$ cat config.mk
export PLATFORM = sky130hd
export DESIGN_NAME = sliding_anagram_matcher_top_flat
export DESIGN_NICKNAME = d
export VERILOG_FILES = /design/src/hw/rtl/sam_pkg.sv /design/src/hw/rtl/sam_if.sv /design/src/hw/rtl/sam_ram.sv /design/src/hw/rtl/sam_front.sv /design/src/hw/rtl/sam_balance.sv /design/src/hw/rtl/sam_outq.sv /design/src/hw/rtl/sliding_anagram_matcher_top.sv /design/src/flat_wrapper.sv
export SDC_FILE = /design/constraint.sdc
export NUM_CORES = 2
export LEC_CHECK = 0
export BUFFER_PORTS_ARGS = -buffer_cell sky130_fd_sc_hd__clkbuf_2
export CAP_MARGIN = 20
export CORE_MARGIN = 1.5
export CORE_UTILIZATION = 50
export DETAILED_ROUTE_END_ITERATION = 10
export PLACE_DENSITY = 0.73
export SKIP_CTS_REPAIR_TIMING = 1
export SLEW_MARGIN = 5
export SYNTH_ARGS = -nofsm -noshare
export SYNTH_HDL_FRONTEND = slang
export SYNTH_SLANG_ARGS = --single-unit
export TNS_END_PERCENT = 30
$ cat constraint.sdc
create_clock -name clk -period 8.9 [get_ports clk]
set_clock_uncertainty 0.1 [all_clocks]
set_input_delay 0.89 -clock clk [delete_from_list [all_inputs] [get_ports clk]]
set_output_delay 0.89 -clock clk [all_outputs]
set_load 0.005 [all_outputs]
$ cat src/hw/rtl/sam_pkg.sv
// ----------------------------------------------------------------------------
// sam_pkg
// shared codes, widths and transaction types of the sliding anagram matcher
// ----------------------------------------------------------------------------
`timescale 1ns / 1ps

package sam_pkg;

  localparam int CMD_W    = 2;
  localparam int LETTER_W = 5;
  localparam int IDX_W    = 32;
  localparam logic [IDX_W-1:0] IDX_MAX = 32'hFFFF_FFFF;

  // result queue
  localparam int Q_DEPTH = 3;
  localparam int QCW     = 2;
  localparam int QPW     = 2;

  typedef enum logic [CMD_W-1:0] {
    CMD_CLEAR   = 2'd0,
    CMD_PATTERN = 2'd1,
    CMD_TEXT    = 2'd2
  } cmd_t;

  typedef enum logic [1:0] {
    ERR_NONE = 2'd0,
    ERR_FULL = 2'd1,
    ERR_LATE = 2'd2
  } err_t;

  typedef enum logic [1:0] {
    OP_NONE,
    OP_CLEAR,
    OP_RAISE,
    OP_LOWER
  } op_t;

  typedef struct packed {
    logic             valid;
    op_t              op;
    logic             full;
    logic             fwd;
    err_t             error;
    logic [IDX_W-1:0] start;
  } stage_t;

  typedef struct packed {
    logic             match;
    logic [IDX_W-1:0] start;
    err_t             error;
  } result_t;

endpackage

$ cat src/hw/rtl/sam_if.sv
// ----------------------------------------------------------------------------
// sam_if
// letter and result channels with valid/ready handshake
// ----------------------------------------------------------------------------
`timescale 1ns / 1ps

interface sam_in_if;
  logic       valid;
  logic       ready;
  logic [1:0] command;
  logic [4:0] letter;

  modport source (output valid, output command, output letter, input ready);
  modport sink (input valid, input command, input letter, output ready);
endinterface

interface sam_out_if;
  logic        valid;
  logic        ready;
  logic        match;
  logic [31:0] start_position;
  logic [1:0]  error;

  modport source (output valid, output match, output start_position, output error, input ready);
  modport sink (input valid, input match, input start_position, input error, output ready);
endinterface

$ cat src/hw/rtl/sam_ram.sv
// ----------------------------------------------------------------------------
// sam_ram
// generic ram, one write port, registered read ports
// ----------------------------------------------------------------------------
`timescale 1ns / 1ps

module sam_ram #(
  parameter int WIDTH = 8,
  parameter int DEPTH = 26,
  parameter int READS = 1,
  localparam int AW = (DEPTH > 1) ? $clog2(DEPTH) : 1
) (
  input  logic             clk,
  input  logic             we,
  input  logic [AW-1:0]    waddr,
  input  logic [WIDTH-1:0] wdata,
  input  logic [AW-1:0]    raddr [READS],
  output logic [WIDTH-1:0] rdata [READS]
);

  logic [WIDTH-1:0] mem [DEPTH];

  always_ff @(posedge clk) begin
    if (we) begin
      mem[waddr] <= wdata;
    end
  end

  for (genvar i = 0; i < READS; i++) begin : g_read
    always_ff @(posedge clk) begin
      rdata[i] <= mem[raddr[i]];
    end
  end

endmodule

$ cat src/hw/rtl/sam_front.sv
// ----------------------------------------------------------------------------
// sam_front
// command decode, search counters and window letter ring
// ----------------------------------------------------------------------------
`timescale 1ns / 1ps

module sam_front #(
  parameter int MAX_PATTERN = 64,
  parameter int ALPHABET = 26,
  localparam int AW = (ALPHABET > 1) ? $clog2(ALPHABET) : 1,
  localparam int HW = (MAX_PATTERN > 1) ? $clog2(MAX_PATTERN) : 1
) (
  input  logic                         clk,
  input  logic                         rst,
  input  logic                         accept,
  input  logic [sam_pkg::CMD_W-1:0]    command,
  input  logic [sam_pkg::LETTER_W-1:0] letter,
  output logic [AW-1:0]                lookup,
  output sam_pkg::stage_t              stage,
  output logic [AW-1:0]                stage_letter,
  output logic [AW-1:0]                old_letter
);

  import sam_pkg::*;

  localparam int PW = $clog2(MAX_PATTERN + 1);

  logic [HW-1:0]    head, head_next, head_step;
  logic [PW-1:0]    pattern_count, pattern_count_next;
  logic [PW-1:0]    window_fill, window_fill_next;
  logic [IDX_W-1:0] text_index, text_index_next;
  logic             text_started, text_started_next;
  stage_t           stage_next;
  logic             win_we;
  logic [HW-1:0]    win_raddr [1];
  logic [AW-1:0]    win_rdata [1];

  always_comb begin
    if (32'(letter) >= 32'(ALPHABET)) begin
      lookup = AW'(ALPHABET - 1);
    end else begin
      lookup = AW'(letter);
    end
  end

  assign head_step = (PW'(head) == pattern_count - PW'(1)) ? '0 : head + HW'(1);

  always_comb begin
    head_next          = head;
    pattern_count_next = pattern_count;
    window_fill_next   = window_fill;
    text_index_next    = text_index;
    text_started_next  = text_started;
    win_we             = 1'b0;
    stage_next         = '{valid: accept, op: OP_NONE, full: 1'b0, fwd: 1'b0,
                           error: ERR_NONE, start: '0};
    if (accept) begin
      unique case (command)
        CMD_CLEAR: begin
          head_next          = '0;
          pattern_count_next = '0;
          window_fill_next   = '0;
          text_index_next    = '0;
          text_started_next  = 1'b0;
          stage_next.op      = OP_CLEAR;
        end
        CMD_PATTERN: begin
          if (text_started) begin
            stage_next.error = ERR_LATE;
          end else if (32'(pattern_count) >= 32'(MAX_PATTERN)) begin
            stage_next.error = ERR_FULL;
          end else begin
            pattern_count_next = pattern_count + PW'(1);
            stage_next.op      = OP_RAISE;
          end
        end
        CMD_TEXT: begin
          text_started_next = 1'b1;
          if (text_index != IDX_MAX) begin
            text_index_next = text_index + IDX_W'(1);
          end
          if (pattern_count != '0) begin
            win_we    = 1'b1;
            head_next = head_step;
            if (window_fill < pattern_count) begin
              window_fill_next = window_fill + PW'(1);
            end
            stage_next.op    = OP_LOWER;
            stage_next.full  = (window_fill_next == pattern_count);
            stage_next.fwd   = (head_step == head);
            stage_next.start = text_index - IDX_W'(pattern_count - PW'(1));
          end
        end
        default: begin
        end
      endcase
    end
  end

  always_ff @(posedge clk) begin
    if (rst) begin
      head          <= '0;
      pattern_count <= '0;
      window_fill   <= '0;
      text_index    <= '0;
      text_started  <= 1'b0;
      stage.valid   <= 1'b0;
    end else begin
      head          <= head_next;
      pattern_count <= pattern_count_next;
      window_fill   <= window_fill_next;
      text_index    <= text_index_next;
      text_started  <= text_started_next;
      stage         <= stage_next;
    end
  end

  always_ff @(posedge clk) begin
    stage_letter <= lookup;
  end

  assign win_raddr[0] = head_step;

  sam_ram #(
    .WIDTH (AW),
    .DEPTH (MAX_PATTERN),
    .READS (1)
  ) u_window (
    .clk   (clk),
    .we    (win_we),
    .waddr (head),
    .wdata (lookup),
    .raddr (win_raddr),
    .rdata (win_rdata)
  );

  // single-letter window: the oldest letter is the one just written
  assign old_letter = stage.fwd ? stage_letter : win_rdata[0];

endmodule

$ cat src/hw/rtl/sam_balance.sv
// ----------------------------------------------------------------------------
// sam_balance
// letter balances as raise and lower counts in two rams, nonzero tally
// ----------------------------------------------------------------------------
`timescale 1ns / 1ps

module sam_balance #(
  parameter int MAX_PATTERN = 64,
  parameter int ALPHABET = 26,
  localparam int AW = (ALPHABET > 1) ? $clog2(ALPHABET) : 1,
  localparam int BW = $clog2(MAX_PATTERN) + 2,
  localparam int TW = $clog2(ALPHABET + 1)
) (
  input  logic             clk,
  input  logic             rst,
  input  logic [AW-1:0]    lookup,
  input  sam_pkg::stage_t  stage,
  input  logic [AW-1:0]    stage_letter,
  input  logic [AW-1:0]    old_letter,
  output logic             result_valid,
  output sam_pkg::result_t result
);

  import sam_pkg::*;

  typedef struct packed {
    logic          valid;
    logic [AW-1:0] addr;
    logic [BW-1:0] data;
  } wr_t;

  logic [AW-1:0]       raise_raddr [2];
  logic [AW-1:0]       lower_raddr [2];
  logic [BW-1:0]       raise_rdata [2];
  logic [BW-1:0]       lower_rdata [2];
  wr_t                 raise_wr, lower_wr, raise_last, lower_last;
  logic [ALPHABET-1:0] raise_vld, lower_vld;
  logic                evict_valid;
  logic [AW-1:0]       evict_letter;
  logic [TW-1:0]       tally, tally_mid, tally_new;
  logic [BW-1:0]       r1, l1, r2, l2;
  logic                do_clear, do_evict, raise_op, lower_op;
  logic                inc1, dec1, inc2, dec2;
  logic                match;

  assign raise_raddr[0] = lookup;
  assign raise_raddr[1] = old_letter;
  assign lower_raddr[0] = lookup;
  assign lower_raddr[1] = old_letter;

  assign do_clear = stage.valid && (stage.op == OP_CLEAR);
  assign raise_op = stage.valid && (stage.op == OP_RAISE);
  assign lower_op = stage.valid && (stage.op == OP_LOWER);
  assign do_evict = evict_valid && !do_clear;

  // oldest letter leaves the window
  always_comb begin
    r2 = raise_vld[evict_letter] ? raise_rdata[1] : '0;
    if (raise_last.valid && raise_last.addr == evict_letter) begin
      r2 = raise_last.data;
    end
    l2 = lower_vld[evict_letter] ? lower_rdata[1] : '0;
    if (lower_last.valid && lower_last.addr == evict_letter) begin
      l2 = lower_last.data;
    end
    inc2 = do_evict && (r2 == l2);
    dec2 = do_evict && ((r2 + BW'(1)) == l2);
  end

  // pattern letter or new text letter
  always_comb begin
    r1 = raise_vld[stage_letter] ? raise_rdata[0] : '0;
    if (raise_last.valid && raise_last.addr == stage_letter) begin
      r1 = raise_last.data;
    end
    if (do_evict && evict_letter == stage_letter) begin
      r1 = r2 + BW'(1);
    end
    l1 = lower_vld[stage_letter] ? lower_rdata[0] : '0;
    if (lower_last.valid && lower_last.addr == stage_letter) begin
      l1 = lower_last.data;
    end
    inc1 = (raise_op || lower_op) && (r1 == l1);
    dec1 = (raise_op && ((r1 + BW'(1)) == l1)) || (lower_op && (r1 == (l1 + BW'(1))));
  end

  assign tally_mid = tally + TW'(inc2) - TW'(dec2);
  assign tally_new = tally_mid + TW'(inc1) - TW'(dec1);
  assign match     = lower_op && stage.full && (tally_new == '0);

  always_comb begin
    raise_wr.valid = do_evict || raise_op;
    raise_wr.addr  = do_evict ? evict_letter : stage_letter;
    raise_wr.data  = do_evict ? r2 + BW'(1) : r1 + BW'(1);
    lower_wr.valid = lower_op;
    lower_wr.addr  = stage_letter;
    lower_wr.data  = l1 + BW'(1);
  end

  sam_ram #(
    .WIDTH (BW),
    .DEPTH (ALPHABET),
    .READS (2)
  ) u_raise (
    .clk   (clk),
    .we    (raise_wr.valid),
    .waddr (raise_wr.addr),
    .wdata (raise_wr.data),
    .raddr (raise_raddr),
    .rdata (raise_rdata)
  );

  sam_ram #(
    .WIDTH (BW),
    .DEPTH (ALPHABET),
    .READS (2)
  ) u_lower (
    .clk   (clk),
    .we    (lower_wr.valid),
    .waddr (lower_wr.addr),
    .wdata (lower_wr.data),
    .raddr (lower_raddr),
    .rdata (lower_rdata)
  );

  always_ff @(posedge clk) begin
    if (rst) begin
      evict_valid      <= 1'b0;
      tally            <= '0;
      raise_vld        <= '0;
      lower_vld        <= '0;
      raise_last.valid <= 1'b0;
      lower_last.valid <= 1'b0;
    end else begin
      evict_valid <= lower_op && stage.full;
      raise_last  <= raise_wr;
      lower_last  <= lower_wr;
      if (do_clear) begin
        tally     <= '0;
        raise_vld <= '0;
        lower_vld <= '0;
      end else begin
        tally <= tally_new;
        if (raise_wr.valid) begin
          raise_vld[raise_wr.addr] <= 1'b1;
        end
        if (lower_wr.valid) begin
          lower_vld[lower_wr.addr] <= 1'b1;
        end
      end
    end
  end

  always_ff @(posedge clk) begin
    evict_letter <= old_letter;
  end

  assign result_valid = stage.valid;
  assign result.match = match;
  assign result.start = match ? stage.start : '0;
  assign result.error = stage.error;

endmodule

$ cat src/hw/rtl/sam_outq.sv
// ----------------------------------------------------------------------------
// sam_outq
// three-entry result queue in front of the result channel
// ----------------------------------------------------------------------------
`timescale 1ns / 1ps

module sam_outq (
  input  logic                    clk,
  input  logic                    rst,
  input  logic                    push,
  input  sam_pkg::result_t        push_data,
  output logic [sam_pkg::QCW-1:0] count,
  sam_out_if.source               results
);

  import sam_pkg::*;

  result_t        q [Q_DEPTH];
  logic [QPW-1:0] wr_ptr, rd_ptr;
  logic           pop;

  assign pop                    = results.valid && results.ready;
  assign results.valid          = (count != '0);
  assign results.match          = q[rd_ptr].match;
  assign results.start_position = q[rd_ptr].start;
  assign results.error          = q[rd_ptr].error;

  always_ff @(posedge clk) begin
    if (rst) begin
      wr_ptr <= '0;
      rd_ptr <= '0;
      count  <= '0;
    end else begin
      if (push) begin
        wr_ptr <= (wr_ptr == QPW'(Q_DEPTH - 1)) ? '0 : wr_ptr + QPW'(1);
      end
      if (pop) begin
        rd_ptr <= (rd_ptr == QPW'(Q_DEPTH - 1)) ? '0 : rd_ptr + QPW'(1);
      end
      count <= count + QCW'(push) - QCW'(pop);
    end
  end

  always_ff @(posedge clk) begin
    if (push) begin
      q[wr_ptr] <= push_data;
    end
  end

endmodule

$ cat src/hw/rtl/sliding_anagram_matcher_top.sv
// ----------------------------------------------------------------------------
// sliding_anagram_matcher_top
// path: stage register, then result queue, then the result channel
// throughput: one transaction per cycle while the result queue has room, set
// by one write per balance ram and a registered window letter for eviction
// reset: rst clears counters, tally and balance valid bits; ready next cycle
// ----------------------------------------------------------------------------
`timescale 1ns / 1ps

module sliding_anagram_matcher_top #(
  parameter int MAX_PATTERN = 64,
  parameter int ALPHABET = 26
) (
  input  logic      clk,
  input  logic      rst,
  sam_in_if.sink    letters,
  sam_out_if.source results
);

  import sam_pkg::*;

  localparam int AW = (ALPHABET > 1) ? $clog2(ALPHABET) : 1;
  localparam int RW = QCW + 1;

  logic          accept;
  logic [AW-1:0] lookup, stage_letter, old_letter;
  stage_t        stage;
  logic          result_valid;
  result_t       result;
  logic [QCW-1:0] q_count;

  assign accept        = letters.valid && letters.ready;
  assign letters.ready = ({1'b0, q_count} + RW'(stage.valid)) < RW'(Q_DEPTH);

  sam_front #(
    .MAX_PATTERN (MAX_PATTERN),
    .ALPHABET    (ALPHABET)
  ) u_front (
    .clk          (clk),
    .rst          (rst),
    .accept       (accept),
    .command      (letters.command),
    .letter       (letters.letter),
    .lookup       (lookup),
    .stage        (stage),
    .stage_letter (stage_letter),
    .old_letter   (old_letter)
  );

  sam_balance #(
    .MAX_PATTERN (MAX_PATTERN),
    .ALPHABET    (ALPHABET)
  ) u_balance (
    .clk          (clk),
    .rst          (rst),
    .lookup       (lookup),
    .stage        (stage),
    .stage_letter (stage_letter),
    .old_letter   (old_letter),
    .result_valid (result_valid),
    .result       (result)
  );

  sam_outq u_outq (
    .clk       (clk),
    .rst       (rst),
    .push      (result_valid),
    .push_data (result),
    .count     (q_count),
    .results   (results)
  );

endmodule

$ cat src/flat_wrapper.sv
// flat-port wrapper written by rule: the top's interface ports become plain ports
module sliding_anagram_matcher_top_flat import sam_pkg::*;
#(
  parameter int MAX_PATTERN = 64,
  parameter int ALPHABET = 26
)
  (clk, rst, letters_valid, letters_command, letters_letter, letters_ready, results_valid, results_match, results_start_position, results_error, results_ready);
  sam_in_if letters_i ();
  sam_out_if results_i ();
  input  logic clk;
  input  logic rst;
  input wire logic [$bits(letters_i.valid)-1:0] letters_valid;
  input wire logic [$bits(letters_i.command)-1:0] letters_command;
  input wire logic [$bits(letters_i.letter)-1:0] letters_letter;
  output wire logic [$bits(letters_i.ready)-1:0] letters_ready;
  output wire logic [$bits(results_i.valid)-1:0] results_valid;
  output wire logic [$bits(results_i.match)-1:0] results_match;
  output wire logic [$bits(results_i.start_position)-1:0] results_start_position;
  output wire logic [$bits(results_i.error)-1:0] results_error;
  input wire logic [$bits(results_i.ready)-1:0] results_ready;
  assign letters_i.valid = letters_valid;
  assign letters_i.command = letters_command;
  assign letters_i.letter = letters_letter;
  assign letters_ready = letters_i.ready;
  assign results_valid = results_i.valid;
  assign results_match = results_i.match;
  assign results_start_position = results_i.start_position;
  assign results_error = results_i.error;
  assign results_i.ready = results_ready;
  sliding_anagram_matcher_top #(.MAX_PATTERN(MAX_PATTERN), .ALPHABET(ALPHABET)) u_core (.clk(clk), .rst(rst), .letters(letters_i), .results(results_i));
endmodule
Word-level counts from Yosys, hierarchy flattened
Memory sizes are Yosys's and may differ from the RTL's. A register that Yosys moved wholly into a read port is not among the register bits.
Cells that the tools add are included.
{"block": "word_totals", "register_bits": 194, "mem_bits_rw": 841, "inputBits": 11, "mem_count": 4}
{"block": "classes", "add_sub_neg": 19, "order_cmp": 9, "n_eq_ne": 25, "mux": 62, "n_bitwise": 4, "reduce_logical": 38}
{"memory": "u_core.u_front.u_window.mem", "depth": 64, "width": 5, "rd": 1, "rd_clocked_by_memory_dff": 1, "write_ports": 1, "line_no": "sam_ram.sv:21", "rtl": "logic [WIDTH-1:0] mem [DEPTH];"}
{"memory": "u_core.u_balance.u_lower.mem", "depth": 26, "width": 8, "rd": 2, "rd_clocked_by_memory_dff": 2, "write_ports": 1, "line_no": "sam_ram.sv:21"}
{"memory": "u_core.u_balance.u_raise.mem", "depth": 26, "width": 8, "rd": 2, "rd_clocked_by_memory_dff": 2, "write_ports": 1, "line_no": "sam_ram.sv:21"}
{"memory": "u_core.u_outq.q", "depth": 3, "width": 35, "rd": 1, "rd_clocked_by_memory_dff": 1, "write_ports": 1, "line_no": "sam_outq.sv:18", "rtl": "result_t q [Q_DEPTH];"}
{"cell": "two-way mux 8 bit", "n": 10}
{"cell": "two-way mux 32 bit", "n": 2}
{"cell": "one-hot mux 32 bit (2 select lines)", "n": 1}
{"cell": "OR 26 bit", "n": 2}
{"cell": "two-way mux 7 bit", "n": 7}
{"cell": "equality test 8 bit", "n": 5}
{"cell": "adder 32 x 1 -> 32 bit, second input constant", "n": 1}
{"cell": "!= test 32 bit, second input constant", "n": 1}
{"cell": "subtractor 32 bit", "n": 1}
{"cell": "one-hot mux 7 bit (2 select lines)", "n": 2}
{"cell": "equality test 5 bit", "n": 5}
{"cell": "adder 8 x 1 -> 8 bit, second input constant", "n": 3}
{"cell": "binary-select mux 1 bit (select 5 bit)", "n": 4}
{"cell": "logical AND 1 bit", "n": 20}
{"cell": "< comparator 5 x 6 -> 1 bit, second input constant", "n": 3}
{"cell": "two-way mux 1 bit", "n": 18}
{"cell": "two-way mux 5 bit", "n": 3}
{"cell": "adder 7 x 1 -> 7 bit, second input constant", "n": 2}
{"cell": "two-way mux 2 bit", "n": 7}
{"cell": "two-way mux 6 bit", "n": 2}
{"cell": "one-hot mux 6 bit (2 select lines)", "n": 1}
{"cell": "adder 5 x 1 -> 5 bit", "n": 2}
{"cell": "demux 1 bit (select 5 bit)", "n": 2}
{"cell": "equality test 2 bit, second input constant", "n": 5}
{"cell": "other kinds (33)", "n": 48}

Longest topological paths before layout
{"block": "logic_depth", "word_depth": 14, "depth_mapped": 34, "ltp_nobuf": 29}

Cells and area by module
From an unflattened synthesis, not the netlist that was laid out.
{"block": "hier_totals", "hier_cells": 3417, "area_unflattened_um2": 49731.4}
{"mod": "sam_ram (u_core.u_balance.u_lower ...)", "n_inst": 2, "cells_each": 591, "area_per_inst_um2": 10196.0, "seq_area_each_um2": 6566.3}
{"mod": "sam_ram (u_core.u_front.u_window)", "n_inst": 1, "cells_each": 610, "area_per_inst_um2": 12768.5, "seq_area_each_um2": 9709.3}
{"mod": "sam_balance", "n_inst": 1, "cells_each": 674, "area_per_inst_um2": 6182.2, "seq_area_each_um2": 2082.0}
{"mod": "sam_front", "n_inst": 1, "cells_each": 687, "area_per_inst_um2": 6133.4, "seq_area_each_um2": 2322.2}
{"mod": "sam_outq", "n_inst": 1, "cells_each": 260, "area_per_inst_um2": 4215.3, "seq_area_each_um2": 3313.2}
{"mod": "sliding_anagram_matcher_top", "n_inst": 1, "cells_each": 4, "area_per_inst_um2": 40.0, "seq_area_each_um2": 0.0}

Least setup slack after synthesis
Ideal clock, no wire load.
{"block": "synth_path", "path_type": "flip-flop to flip-flop", "from": "register u_core.u_balance.evict_letter[0]", "to": "memory u_core.u_outq.q[0][24] (netlist bit), data pin", "arrival_time_ps": 6103, "path_slack_ps": 2556, "path_stages_with_launch": 34, "path_buffers": 4, "period_less_slack_ps": 6344, "path_cell_list": "dfxtp_1 buf_6 mux4_2 mux2_4 nor2_4 nor3_4 buf_6 a22oi_1 inv_1 ha_1 inv_1 nor3_1 a211o_1 nor2_1 and3_1 buf_4 nand4_2 nand2b_1 nor3_1 a21oi_1 o32a_1 fa_1 inv_1 ha_1 inv_1 ha_1 inv_1 fa_1 xnor2_1 nor4_1 nand3_1 nor2_1 clkbuf_1 and2_1"}
{"element": "start, declared", "line_no": "sam_balance.sv:39", "rtl": "logic [AW-1:0] evict_letter;"}
{"element": "start signal, assigned", "line_no": "sam_balance.sv:155", "rtl": "evict_letter <= old_letter;"}
{"element": "end, declared", "line_no": "sam_outq.sv:18"}

==> flow_metrics.env <==
export IMPL_worstPathArrival_ns=8.02
export IMPL_cts_sinks=1074
export IMPL_worst_hold_slack_ns=0.383
export IMPL_drtAntennaViolNets=0
export IMPL_io_buffers=47
export IMPL_slew_headroom=0.206
export IMPL_cts_made_buffers=108
export IMPL_synth_edf_count=905
export IMPL_cts_root_buf="clkbuf_16"
export IMPL_p_per_area_nw_per_um2=200
export IMPL_grt_pass1_vias=33500
export IMPL_synth_top_area_share=0.541
export IMPL_clk_pin_slew_worst_paths_ns=0.06
export IMPL_die_area_um2=102000
export IMPL_endpoint_kind="register"
export IMPL_worst_path_buf_inv=7
export IMPL_worst_slew_pin_slew_ns=1.19
export IMPL_stdcell_count=5581
export IMPL_clk_path_buf_depth=3
export IMPL_syn_area_per_cell_um2=11.9
export IMPL_clk_latency_ns=0.72
export IMPL_async_flop_share=0
export IMPL_coreArea_um2=99900
export IMPL_leakage_uw=0.0190
export IMPL_fmax_ghz=0.132
export IMPL_synth_top_area_cell="edfxtp_1"
export IMPL_fin_area_um2=55600
export IMPL_synth_top_cells_by_area="edfxtp_1 54%, dfxtp_1 6.7%, nand2_1 4.6%"
export IMPL_synth_fp_nets=4292
export IMPL_critPathLaunch="u_core.u_balance.evict_letter[1]"
export IMPL_io_pins=48
export IMPL_cp_required_ns=9.33
export IMPL_drive_gt1_frac=0.115
export IMPL_maxCapViolations=0
export IMPL_period_needed_ns=7.58
export IMPL_slew_violations=0
export IMPL_dp_cells=5367
export IMPL_die_w_um=320
export IMPL_cp_common_cell="inv_1"
export IMPL_fill_cells=8017
export IMPL_r2r_cells=31
export IMPL_r2r_start="u_core.u_balance.evict_letter[1]"
export IMPL_antenna_found_initial=3
export IMPL_ys_ff_latch=1074
export IMPL_cp_max_fo=35
export IMPL_firstDrtPassIters=8
export IMPL_cts_htree_levels=3
export IMPL_fin_crit_sh=0.852
export IMPL_grt_max_degree=163
export IMPL_yosysMostFrequentCell="edfxtp_1"
export IMPL_reg2reg_slack_ns=1.32
export IMPL_area_delta_synth_final_pct=10.8
export IMPL_tritoncts="yes"
export IMPL_ys_warn_count=0
export IMPL_synth_commonest_cells="905 x edfxtp_1, 617 x nand2_1, 382 x nor2_1"
export IMPL_place_hpwl_um=80400
export IMPL_netlist_area_um2=50200
export IMPL_wl_per_cell_um=23.4
export IMPL_slowest_stage="nor3_4"
export IMPL_track_usage=0.252
export IMPL_gp_routability_congestion=0.923
export IMPL_ys_seq_area_frac=0.609
export IMPL_syn_inst=4224
export IMPL_grt_setup_unrepaired="false"
export IMPL_grt_overflow=0
export IMPL_hold_end="u_core.u_balance.lower_vld[7]"
export IMPL_start_util=0.503
export IMPL_critPathKind="reg2reg"
export IMPL_antenna_cells=0
export IMPL_hp_start="u_core.u_balance.lower_vld[7]"
export IMPL_synth_flop_cell="edfxtp_1"
export IMPL_reg2reg_to="u_core.u_outq.q[1][15]"
export IMPL_drt_iter0_markers=4356
export IMPL_die_h_um=320
export IMPL_hold_class="reg2reg"
export IMPL_row_count=116
export IMPL_routed_via_density=6.20
export IMPL_grt_pass1_wl_um=199000
export IMPL_final_setup_tns_ns=0
export IMPL_vias=34600
export IMPL_worstSetupStartpointType="register"
export IMPL_min_path_cells=1
export IMPL_peakVddDrop_uv=164
export IMPL_routed_wl_um=130000
export IMPL_drc_errors=0
export IMPL_critical_path_top_delay_family="simple AND/OR/NAND/NOR gates"
export IMPL_ys_types=94
export IMPL_place_area_um2=51800
export IMPL_finalSetupViolations=0
export IMPL_status="finished clean"
export IMPL_hold_viol=0
export IMPL_nNetsFinal=4259
export IMPL_slowest_delay_ns=0.61
-- per-layer routing --
layer  vias to the layer above  track usage  wire [µm]
met5                         -            0         39
met4                         6       0.0946       4630
met3                       317       0.0398      11300
met2                      1742        0.411      62300
met1                     16900        0.340      52200
li1                      15600            -          -
-- power breakdown --
group	total, µW	switching [µW]	internal (µW)
Combinational	893	602	291
Clock	4620	1950	2670
Sequential	5600	66.5	5530
Total	11100	2620	8500
-- registers in the layout, indices dropped and copies added, names as in the netlist, 2 cells and up, named ones only --
register	cells
u_core.u_front.head	6
u_core.u_outq.wr_ptr	2
u_core.u_balance.u_lower.rdata	16
u_core.u_balance.u_lower.mem	208
u_core.u_balance.lower_vld	26
u_core.u_front.window_fill	7
u_core.u_outq.count	2
u_core.u_balance.u_raise.rdata	16
u_core.u_balance.raise_last	14
u_core.u_front.u_window.rdata	5
u_core.u_front.stage	39
u_core.u_front.u_window.mem	320
u_core.u_balance.evict_letter	5
u_core.u_balance.u_raise.mem	208
u_core.u_front.pattern_count	7
u_core.u_outq.q	105
u_core.u_balance.tally	5
u_core.u_balance.raise_vld	26
u_core.u_outq.rd_ptr	2
u_core.u_balance.lower_last	14
u_core.u_front.text_index	32
u_core.u_front.stage_letter	5
-- how the worst max path moves through the flow --
stage	end	depth (start not counted)
floorplan	u_core.u_outq.q[0][24]	33
global placement	u_core.u_outq.q[0][24]	31
detailed placement	u_core.u_outq.q[1][25]	31
CTS	u_core.u_outq.q[1][25]	31
global route	u_core.u_outq.q[2][26]	31
finish	u_core.u_outq.q[1][15]	31
-- worst reg2reg max path, delay by kind of cell (launching register included) --
kind                     cells  cell delay (ns)
adder cells (fa/ha/maj)      5             1.45
flip-flops                   1             0.45
XOR/XNOR                     1             0.15
AND/OR/NAND/NOR              9             2.58
multiplexers                 1             0.16
buffers and inverters        7             1.05
AO/OA/AOI/OAI                8             1.44
-- kinds of logic after synthesis --
logic type	share of synthesized area
compound gates	0.0893
fa+ha+maj	0.0148
flops	0.609
xor+xnor	0.0280
mux	0.0829
buf+inv	0.0287
simple gates	0.148
-- layout by cell type, fill, tap and decap left out, types with 19 or more instances in the layout --
cell	netlist	layout
o211ai_1	19	19
clkinv_2	0	26
mux2i_1	231	224
buf_4	7	92
a31oi_1	34	34
nand2b_1	52	52
clkbuf_16	0	111
o31ai_1	41	40
o311ai_0	40	40
xnor2_1	84	81
xor2_1	73	70
inv_1	57	54
nor2b_1	48	48
a311oi_1	32	32
nor3_1	71	69
mux4_2	78	78
dfxtp_1	169	166
nand2_1	617	616
and3_1	34	34
o21ai_0	133	130
a21o_1	23	23
and2_1	46	46
a21oi_1	86	84
nand3_1	298	297
ha_1	53	53
clkbuf_2	0	44
o221ai_1	91	91
nor2_1	382	376
edfxtp_1	905	905
-- metrics by stage --
| step | util | worst slack (ns) | total power, µW |
|---|---|---|---|
| 6_report | 0.557 | 1.32 | 11100 |
| 3_3_place_gp | 0.518 | 1.53 | 6570 |
| 4_1_cts | 0.556 | 1.33 | 11200 |
| 5_1_grt | 0.557 | 0.804 | 11400 |
| 3_5_place_dp | 0.519 | 1.39 | 6590 |
| 2_1_floorplan | - | 2.56 | 6250 |
-- cell type report --
| cell class | instances | area [µm²] | share of cell area |
|---|---|---|---|
| Clock buffer | 143 | 3040 | 0.0546 |
| Clock inverter | 59 | 626 | 0.0112 |
| Inverter | 63 | 254 | 0.00456 |
| Multi-Input combinational cell | 2794 | 18400 | 0.331 |
| Sequential cell | 1074 | 30600 | 0.549 |
| Tap cell | 1298 | 1620 | 0.0292 |
| Timing Repair Buffer | 150 | 1100 | 0.0198 |
Power figures use the tool's default switching activity.
